<file path="src/tmr_pkg.sv">
package tmr_pkg;

    localparam int NUM_SLOTS = 16;
    localparam int IDX_W     = $clog2(NUM_SLOTS);
    localparam int TID_W     = 4;
    localparam int DELAY_W   = 16;
    localparam int TIME_W    = 32;
    // Wide enough to hold any task id and the slot count itself.
    localparam int ID_EXT_W  = ((IDX_W > TID_W) ? IDX_W : TID_W) + 1;

    localparam int S_TDATA_W = 24;
    localparam int S_TUSER_W = 2;
    localparam int M_TDATA_W = 8;

    typedef enum logic [1:0] {
        KIND_TICK     = 2'd0,
        KIND_ONESHOT  = 2'd1,
        KIND_PERIODIC = 2'd2,
        KIND_CANCEL   = 2'd3
    } kind_t;

    typedef enum logic [2:0] {
        ST_IDLE,
        ST_CMD,
        ST_TICK,
        ST_RD,
        ST_CMP,
        ST_UPD,
        ST_FLUSH
    } state_t;

    typedef struct packed {
        logic [DELAY_W-1:0] period;
        logic [TIME_W-1:0]  due;
    } slot_word_t;

    // Requests from the sequencer to the output stage.
    typedef struct packed {
        logic             fire;
        logic             flush;
        logic [TID_W-1:0] id;
    } out_ev_t;

endpackage

</file>
<file path="src/tmr_ram.sv">
module tmr_ram #(
    parameter int DEPTH = 16,
    parameter int WIDTH = 48
) (
    input  logic                     clk,
    input  logic                     we,
    input  logic [$clog2(DEPTH)-1:0] waddr,
    input  logic [WIDTH-1:0]         wdata,
    input  logic                     re,
    input  logic [$clog2(DEPTH)-1:0] raddr,
    output logic [WIDTH-1:0]         rdata
);

    logic [WIDTH-1:0] mem [DEPTH];

    always_ff @(posedge clk) begin
        if (we) begin
            mem[waddr] <= wdata;
        end
    end

    // Read data holds until the next read.
    always_ff @(posedge clk) begin
        if (re) begin
            rdata <= mem[raddr];
        end
    end

endmodule

</file>
<file path="src/tmr_alu.sv">
module tmr_alu import tmr_pkg::*; (
    input  logic [TIME_W-1:0] a,
    input  logic [TIME_W-1:0] b,
    input  logic              sub,
    output logic [TIME_W-1:0] y
);

    assign y = sub ? (a - b) : (a + b);

endmodule

</file>
<file path="src/tmr_seq.sv">
module tmr_seq import tmr_pkg::*; (
    input  logic               aclk,
    input  logic               aresetn,
    input  logic               in_valid,
    output logic               in_ready,
    input  kind_t              in_kind,
    input  logic [TID_W-1:0]   in_id,
    input  logic [DELAY_W-1:0] in_delay,
    output out_ev_t            ev,
    input  logic               ev_ready
);

    state_t               state_reg, state_next;
    kind_t                kind_reg;
    logic [ID_EXT_W-1:0]  id_reg;
    logic [DELAY_W-1:0]   delay_reg;
    logic [TIME_W-1:0]    now_reg;
    logic [NUM_SLOTS-1:0] live_reg;
    logic [NUM_SLOTS-1:0] per_reg;
    logic [IDX_W-1:0]     idx_reg;

    logic [IDX_W-1:0]  cmd_idx;
    logic              id_ok;
    logic              idx_last;
    logic              due_now;

    logic [TIME_W-1:0] alu_a, alu_b, alu_y;
    logic              alu_sub;

    logic              ram_we, ram_re;
    logic [IDX_W-1:0]  ram_waddr;
    slot_word_t        ram_wdata, ram_rdata;

    assign cmd_idx  = id_reg[IDX_W-1:0];
    assign id_ok    = id_reg < ID_EXT_W'(NUM_SLOTS);
    assign idx_last = idx_reg == IDX_W'(NUM_SLOTS - 1);
    // In the compare state the adder yields now minus due; a clear sign bit means due.
    assign due_now  = !alu_y[TIME_W-1];

    tmr_alu u_alu (
        .a   (alu_a),
        .b   (alu_b),
        .sub (alu_sub),
        .y   (alu_y)
    );

    tmr_ram #(
        .DEPTH (NUM_SLOTS),
        .WIDTH ($bits(slot_word_t))
    ) u_ram (
        .clk   (aclk),
        .we    (ram_we),
        .waddr (ram_waddr),
        .wdata (ram_wdata),
        .re    (ram_re),
        .raddr (idx_reg),
        .rdata (ram_rdata)
    );

    always_comb begin
        state_next = state_reg;
        unique case (state_reg)
            ST_IDLE: begin
                if (in_valid) begin
                    state_next = (in_kind == KIND_TICK) ? ST_TICK : ST_CMD;
                end
            end
            ST_CMD:  state_next = ST_IDLE;
            ST_TICK: state_next = ST_RD;
            ST_RD: begin
                if (live_reg[idx_reg]) begin
                    state_next = ST_CMP;
                end else if (idx_last) begin
                    state_next = ST_FLUSH;
                end
            end
            ST_CMP: begin
                if (!due_now || (ev_ready && !per_reg[idx_reg])) begin
                    state_next = idx_last ? ST_FLUSH : ST_RD;
                end else if (ev_ready) begin
                    state_next = ST_UPD;
                end
            end
            ST_UPD:  state_next = idx_last ? ST_FLUSH : ST_RD;
            ST_FLUSH: begin
                if (ev_ready) begin
                    state_next = ST_IDLE;
                end
            end
            default: state_next = ST_IDLE;
        endcase
    end

    always_comb begin
        in_ready  = 1'b0;
        alu_a     = now_reg;
        alu_b     = '0;
        alu_sub   = 1'b0;
        ram_we    = 1'b0;
        ram_re    = 1'b0;
        ram_waddr = idx_reg;
        ram_wdata = '{period: delay_reg, due: alu_y};
        ev        = '{fire: 1'b0, flush: 1'b0, id: TID_W'(idx_reg)};
        unique case (state_reg)
            ST_IDLE: in_ready = 1'b1;
            ST_CMD: begin
                alu_b     = TIME_W'(delay_reg);
                ram_waddr = cmd_idx;
                ram_we    = id_ok && (kind_reg != KIND_CANCEL) && !live_reg[cmd_idx];
            end
            ST_TICK: alu_b = TIME_W'(1);
            ST_RD:   ram_re = live_reg[idx_reg];
            ST_CMP: begin
                alu_b   = ram_rdata.due;
                alu_sub = 1'b1;
                ev.fire = due_now;
            end
            ST_UPD: begin
                alu_a     = ram_rdata.due;
                alu_b     = TIME_W'(ram_rdata.period);
                ram_we    = 1'b1;
                ram_wdata = '{period: ram_rdata.period, due: alu_y};
            end
            ST_FLUSH: ev.flush = 1'b1;
            default: ;
        endcase
    end

    always_ff @(posedge aclk) begin
        if (!aresetn) begin
            state_reg <= ST_IDLE;
            now_reg   <= '0;
            live_reg  <= '0;
            per_reg   <= '0;
            idx_reg   <= '0;
        end else begin
            state_reg <= state_next;
            unique case (state_reg)
                ST_IDLE: begin
                    if (in_valid) begin
                        kind_reg  <= in_kind;
                        id_reg    <= ID_EXT_W'(in_id);
                        delay_reg <= in_delay;
                    end
                end
                ST_CMD: begin
                    if (id_ok) begin
                        if (kind_reg == KIND_CANCEL) begin
                            live_reg[cmd_idx] <= 1'b0;
                        end else if (!live_reg[cmd_idx]) begin
                            live_reg[cmd_idx] <= 1'b1;
                            per_reg[cmd_idx]  <= (kind_reg == KIND_PERIODIC);
                        end
                    end
                end
                ST_TICK: begin
                    now_reg <= alu_y;
                    idx_reg <= '0;
                end
                ST_RD: begin
                    if (!live_reg[idx_reg]) begin
                        idx_reg <= idx_reg + IDX_W'(1);
                    end
                end
                ST_CMP: begin
                    if (!due_now || ev_ready) begin
                        if (due_now && !per_reg[idx_reg]) begin
                            live_reg[idx_reg] <= 1'b0;
                        end
                        // A periodic firing moves on after its due time is rewritten.
                        if (!(due_now && per_reg[idx_reg])) begin
                            idx_reg <= idx_reg + IDX_W'(1);
                        end
                    end
                end
                ST_UPD:  idx_reg <= idx_reg + IDX_W'(1);
                ST_FLUSH: ;
                default: ;
            endcase
        end
    end

endmodule

</file>
<file path="src/tmr_out.sv">
module tmr_out import tmr_pkg::*; (
    input  logic                 aclk,
    input  logic                 aresetn,
    input  out_ev_t              ev,
    output logic                 ev_ready,
    output logic                 m_tvalid,
    input  logic                 m_tready,
    output logic [M_TDATA_W-1:0] m_tdata,
    output logic                 m_tlast
);

    // A firing is held back until the next one or the end of the scan shows
    // whether it is the last of its tick.
    logic             pend_valid_reg;
    logic [TID_W-1:0] pend_id_reg;
    logic             out_valid_reg;
    logic [TID_W-1:0] out_id_reg;
    logic             out_last_reg;

    logic out_free;
    logic load;

    assign out_free = !out_valid_reg || m_tready;
    assign ev_ready = !pend_valid_reg || out_free;
    assign load     = (ev.fire || ev.flush) && pend_valid_reg && out_free;

    always_ff @(posedge aclk) begin
        if (!aresetn) begin
            pend_valid_reg <= 1'b0;
            out_valid_reg  <= 1'b0;
        end else begin
            if (load) begin
                out_valid_reg <= 1'b1;
                out_id_reg    <= pend_id_reg;
                out_last_reg  <= ev.flush;
            end else if (m_tready) begin
                out_valid_reg <= 1'b0;
            end

            if (ev.fire && ev_ready) begin
                pend_valid_reg <= 1'b1;
                pend_id_reg    <= ev.id;
            end else if (ev.flush && ev_ready) begin
                pend_valid_reg <= 1'b0;
            end
        end
    end

    assign m_tvalid = out_valid_reg;
    assign m_tdata  = M_TDATA_W'(out_id_reg);
    assign m_tlast  = out_last_reg;

endmodule

</file>
<file path="src/periodic_and_oneshot_timer_table_top.sv">
// Timer table with one slot per task id.
// Input channel s_*: an item is a tick, a one-shot start, a periodic start or a
// cancel, chosen by s_tuser. A start arms a free slot to fire delay ticks from now
// (a periodic slot then repeats with that period); a cancel frees the slot.
// Output channel m_*: one item per firing, giving the slot id; m_tlast marks the
// last firing of a tick. A tick with nothing due produces no item.
// Sequence: a start or cancel passes through the command state back to idle. A
// tick advances the time counter, then scans the slots: a free slot is skipped, a
// live slot is read and compared, and a due periodic slot has its due rewritten;
// a flush step closes the run. The scan is paced by the single shared 32-bit adder
// that does every add and compare on times, and by a slot memory read for each live slot.
// s_tready is high only between items.
// Reset clears the time counter and every slot; no clearing pass is needed.
// A stalled receiver holds the output register; once the next firing is waiting
// behind it, the scan pauses at the next due slot or the flush step until m_tready returns.
module periodic_and_oneshot_timer_table_top import tmr_pkg::*; (
    input  logic                 aclk,
    input  logic                 aresetn,
    input  logic                 s_tvalid,
    output logic                 s_tready,
    input  logic [S_TDATA_W-1:0] s_tdata,  // [3:0] task_id, [19:4] delay, [23:20] zero
    input  logic [S_TUSER_W-1:0] s_tuser,  // [1:0] kind
    output logic                 m_tvalid,
    input  logic                 m_tready,
    output logic [M_TDATA_W-1:0] m_tdata,  // [3:0] fired_task, [7:4] zero
    output logic                 m_tlast   // last_fired
);

    out_ev_t ev;
    logic    ev_ready;

    tmr_seq u_seq (
        .aclk     (aclk),
        .aresetn  (aresetn),
        .in_valid (s_tvalid),
        .in_ready (s_tready),
        .in_kind  (kind_t'(s_tuser)),
        .in_id    (s_tdata[TID_W-1:0]),
        .in_delay (s_tdata[TID_W+DELAY_W-1:TID_W]),
        .ev       (ev),
        .ev_ready (ev_ready)
    );

    tmr_out u_out (
        .aclk     (aclk),
        .aresetn  (aresetn),
        .ev       (ev),
        .ev_ready (ev_ready),
        .m_tvalid (m_tvalid),
        .m_tready (m_tready),
        .m_tdata  (m_tdata),
        .m_tlast  (m_tlast)
    );

endmodule

</file>
<file path="config.mk">
export PLATFORM = sky130hd
export DESIGN_NAME = periodic_and_oneshot_timer_table_top
export DESIGN_NICKNAME = d
export VERILOG_FILES = /design/src/tmr_pkg.sv /design/src/tmr_ram.sv /design/src/tmr_alu.sv /design/src/tmr_seq.sv /design/src/tmr_out.sv /design/src/periodic_and_oneshot_timer_table_top.sv
export SDC_FILE = /design/constraint.sdc
export NUM_CORES = 1
export LEC_CHECK = 0
export ABC_CLOCK_PERIOD_IN_PS = 15800
export BUFFER_PORTS_ARGS = -buffer_cell sky130_fd_sc_hd__buf_2
export CORE_MARGIN = 2
export CORE_UTILIZATION = 65
export DETAILED_ROUTE_END_ITERATION = 16
export PLACE_DENSITY = 0.82
export SLEW_MARGIN = 20
export SYNTH_ARGS = -nofsm -noshare
export SYNTH_HDL_FRONTEND = slang
export SYNTH_SLANG_ARGS = --single-unit
export TNS_END_PERCENT = 1
</file>
<file path="constraint.sdc">
create_clock -name aclk -period 15.8 [get_ports aclk]
set_clock_uncertainty 0.05 [all_clocks]
set_input_delay 2.37 -clock aclk [delete_from_list [all_inputs] [get_ports aclk]]
set_output_delay 2.37 -clock aclk [all_outputs]
set_load 0.01 [all_outputs]
</file>
==> results.ini <==
[status]
run_status = finished, final reports clean

[synth]
synth_edf_count = 847
synth_seq_cells = 920
seq_area_frac_synth_pct = 70.2
synth_area_um2 = 38300
synth_top_flop_cell = edfxtp_1
ys.warnings.count = 0
synthCells = 2115
async_reset_ff_share_pct = 0
avgSynthCellArea_um2 = 18.1
synthDistinctLibCells = 70

[global_route]
grt_util_met2_pct = 52.0
busiest_layer = met2
use_met1_pct = 43.7
grtUsageTotal_pct = 32.1
grt_pass1_wl_um = 140000
met3_usage_pct = 6.32
grt_pass1_vias = 21600
grt_overflow = 0
grt_max_degree = 164
antenna_found_initial = 0

[routing]
routed_via_density = 7.12
drc_errors = 0
wl_per_cell_um = 31.8
drt-total-wl_um = 94900
antenna_left = 0
vias = 21300
dr.pass1.iters = 6
first_iter_violations = 2996

[finish]
syn2layout_area_growth_pct = 11.3
fin_area_um2 = 42600
seqCellArea_um2 = 26900
fillers = 3050
final_common_cell = edfxtp_1
drive_gt1_share_pct = 26.4
multi_input_area_um2 = 11100
final_cell_mix = edfxtp_1, mux4_2, nand2_1, a21oi_1, clkbuf_16
antenna_cells = 0
final_nets = 2216
largest_reg_flops = 768

[cts]
path_clk_slew_ps = 70
h-tree-depth = 3
clk_path_buf_depth = 3
cts.sinks = 920
ctsResizeCount = 0
post-cts-setup-buffers = 0
cts_tree = yes
cts-root-buf = clkbuf_16
cts_buffers = 88
clk_latency_ps = 680
ctsHoldBuffers = 0

[timing]
tightestPinTransition_ps = 1160
final.setup.worst_slack_ps = 8450
rsz0062_at_grt = no
setup_viol = 0
finalWorstPathRequiredPeriod_ps = 7350
max_freq_ghz = 0.136
relSlewSlack_pct = 22.8
hold_viol_final = 0
fin_tns_setup_ps = 0
post-route-period-util_pct = 46.5
drv_slew = 0

[setup_path]
r2r_cells = 18
r2r-start = u_seq.state_reg[2]
worstSetupEndpoint = u_out.out_id_reg[0]
end_kind = flip-flop
startpoint_type = flip-flop
worstPathMaxFanout = 24
rr_endpoint = u_out.out_id_reg[0]
critPathArrivalTime_ps = 7590
critical_path_class = flip-flop to flip-flop
r2r_slack_ps = 8450
crit_start = u_seq.state_reg[2]
worstPathRequired_ps = 16050

[power_and_ir_drop]
power.density_nw_per_um2 = 148
vdd.ir_drop.worst_v = 0.000113
leakage_nw = 13.5
p_total_mw = 6.31

[die]
core_area_um2 = 58000
die_w_um = 247
rows = 88
die_height_um = 247
start_util_pct = 66.0
boundaryPins = 41
die_area_um2 = 60900

[placement]
dp_slack_ps = 8960
dpl.hpwl_um = 46600
place_congestion = 0.906
dpl_cell_area_um2 = 39300
numPortBuffers = 32

[job]
cap_viol_max_count = 0

[min_path]
worstHoldPathType = flip-flop to flip-flop

power breakdown:
| part | switching [mW] | internal (mW) | total (mW) | leakage [nW] |
|---|---|---|---|---|
| registers | 0.0307 | 3.03 | 3.06 | 8.27 |
| clock network | 0.951 | 1.29 | 2.24 | 1.49 |
| logic | 0.688 | 0.322 | 1.01 | 3.76 |
per-stage QoR:
stage | utilization (%) | hold slack (ps) | instances
2_1_floorplan | - | 350 | 2118
3_3_place_gp | 67.7 | 354 | 2821
3_5_place_dp | 67.8 | 363 | 2821
4_1_cts | 73.1 | 378 | 2987
5_1_grt | 73.4 | 389 | 2990
6_report | 73.4 | 380 | 2990
kinds of logic after synthesis:
| group | Yosys count | synth area share, % |
|---|---|---|
| AO/OA/AOI/OAI | 300 | 4.89 |
| buffers and inverters | 146 | 1.59 |
| AND/OR/NAND/NOR | 350 | 4.23 |
| multiplexers | 320 | 16.8 |
| XOR/XNOR | 41 | 0.987 |
| other | 1 | 0.00979 |
| adder cells (fa/ha/maj) | 37 | 1.23 |
| flip-flops | 920 | 70.2 |
critical path, cell delays in order, from the launching register on:
cell and delay (ps):
dfxtp_1 850, buf_4 420, a21oi_1 70, a211oi_1 750
or4_4 270, or3_1 250, nor2_1 120, nor2_1 630
a21oi_1 100, ha_1 460, a21o_1 150, a21oi_1 80
o211ai_1 170, nor3_1 110, o41ai_1 840, nand2_1 390
xnor2_4 360, o211ai_1 120, nor3_1 730
final cells by class:
class,count,area share (%)
inverter,19,0.167
tap,765,2.25
clock buffer,103,5.37
clock inverter,63,1.87
multi-input combinational,1052,26.1
timing repair buffer,68,1.10
sequential,920,63.2
synthesized netlist by cell type (all sizes together), types with 8 or more instances:
master,number,area (µm²)
nand2,136,510
nor2b,14,87.6
mux2i,19,190
o211ai,25,263
buf,39,205
edfxtp,847,25400
inv,18,67.6
nand3,19,95.1
nor3,26,141
xnor2,24,229
clkbuf,88,332
nand4,8,50.1
mux4,255,5740
a211oi,19,143
nor2,94,353
a21oi,137,686
o21ai,59,295
mux2,46,518
a21o,22,165
dfxtp,73,1460
xor2,17,149
ha,36,450
how the worst min path moves through the flow:
stage                     cells after the start                 start             endpoint  slack (ps)
after floorplan                               0  u_out.pend_id_reg[0]  u_out.out_id_reg[0]         350
after global placement                        0  u_out.pend_id_reg[0]  u_out.out_id_reg[0]         350
after detailed placement                      0  u_out.pend_id_reg[1]  u_out.out_id_reg[1]         360
after CTS                                     0  u_out.pend_id_reg[1]  u_out.out_id_reg[1]         380
after global routing                          0  u_out.pend_id_reg[1]  u_out.out_id_reg[1]         390
final                                         0  u_out.pend_id_reg[1]  u_out.out_id_reg[1]         380
per-layer routing:
metal / routed length, µm / up-vias
met2: 46800 / 1611
met1: 33800 / 10700
met3: 10100 / 334
li1: - / 8607
met5: 0 / -
met4: 4290 / 0
No activity file was read; power rests on OpenSTA's default activity.
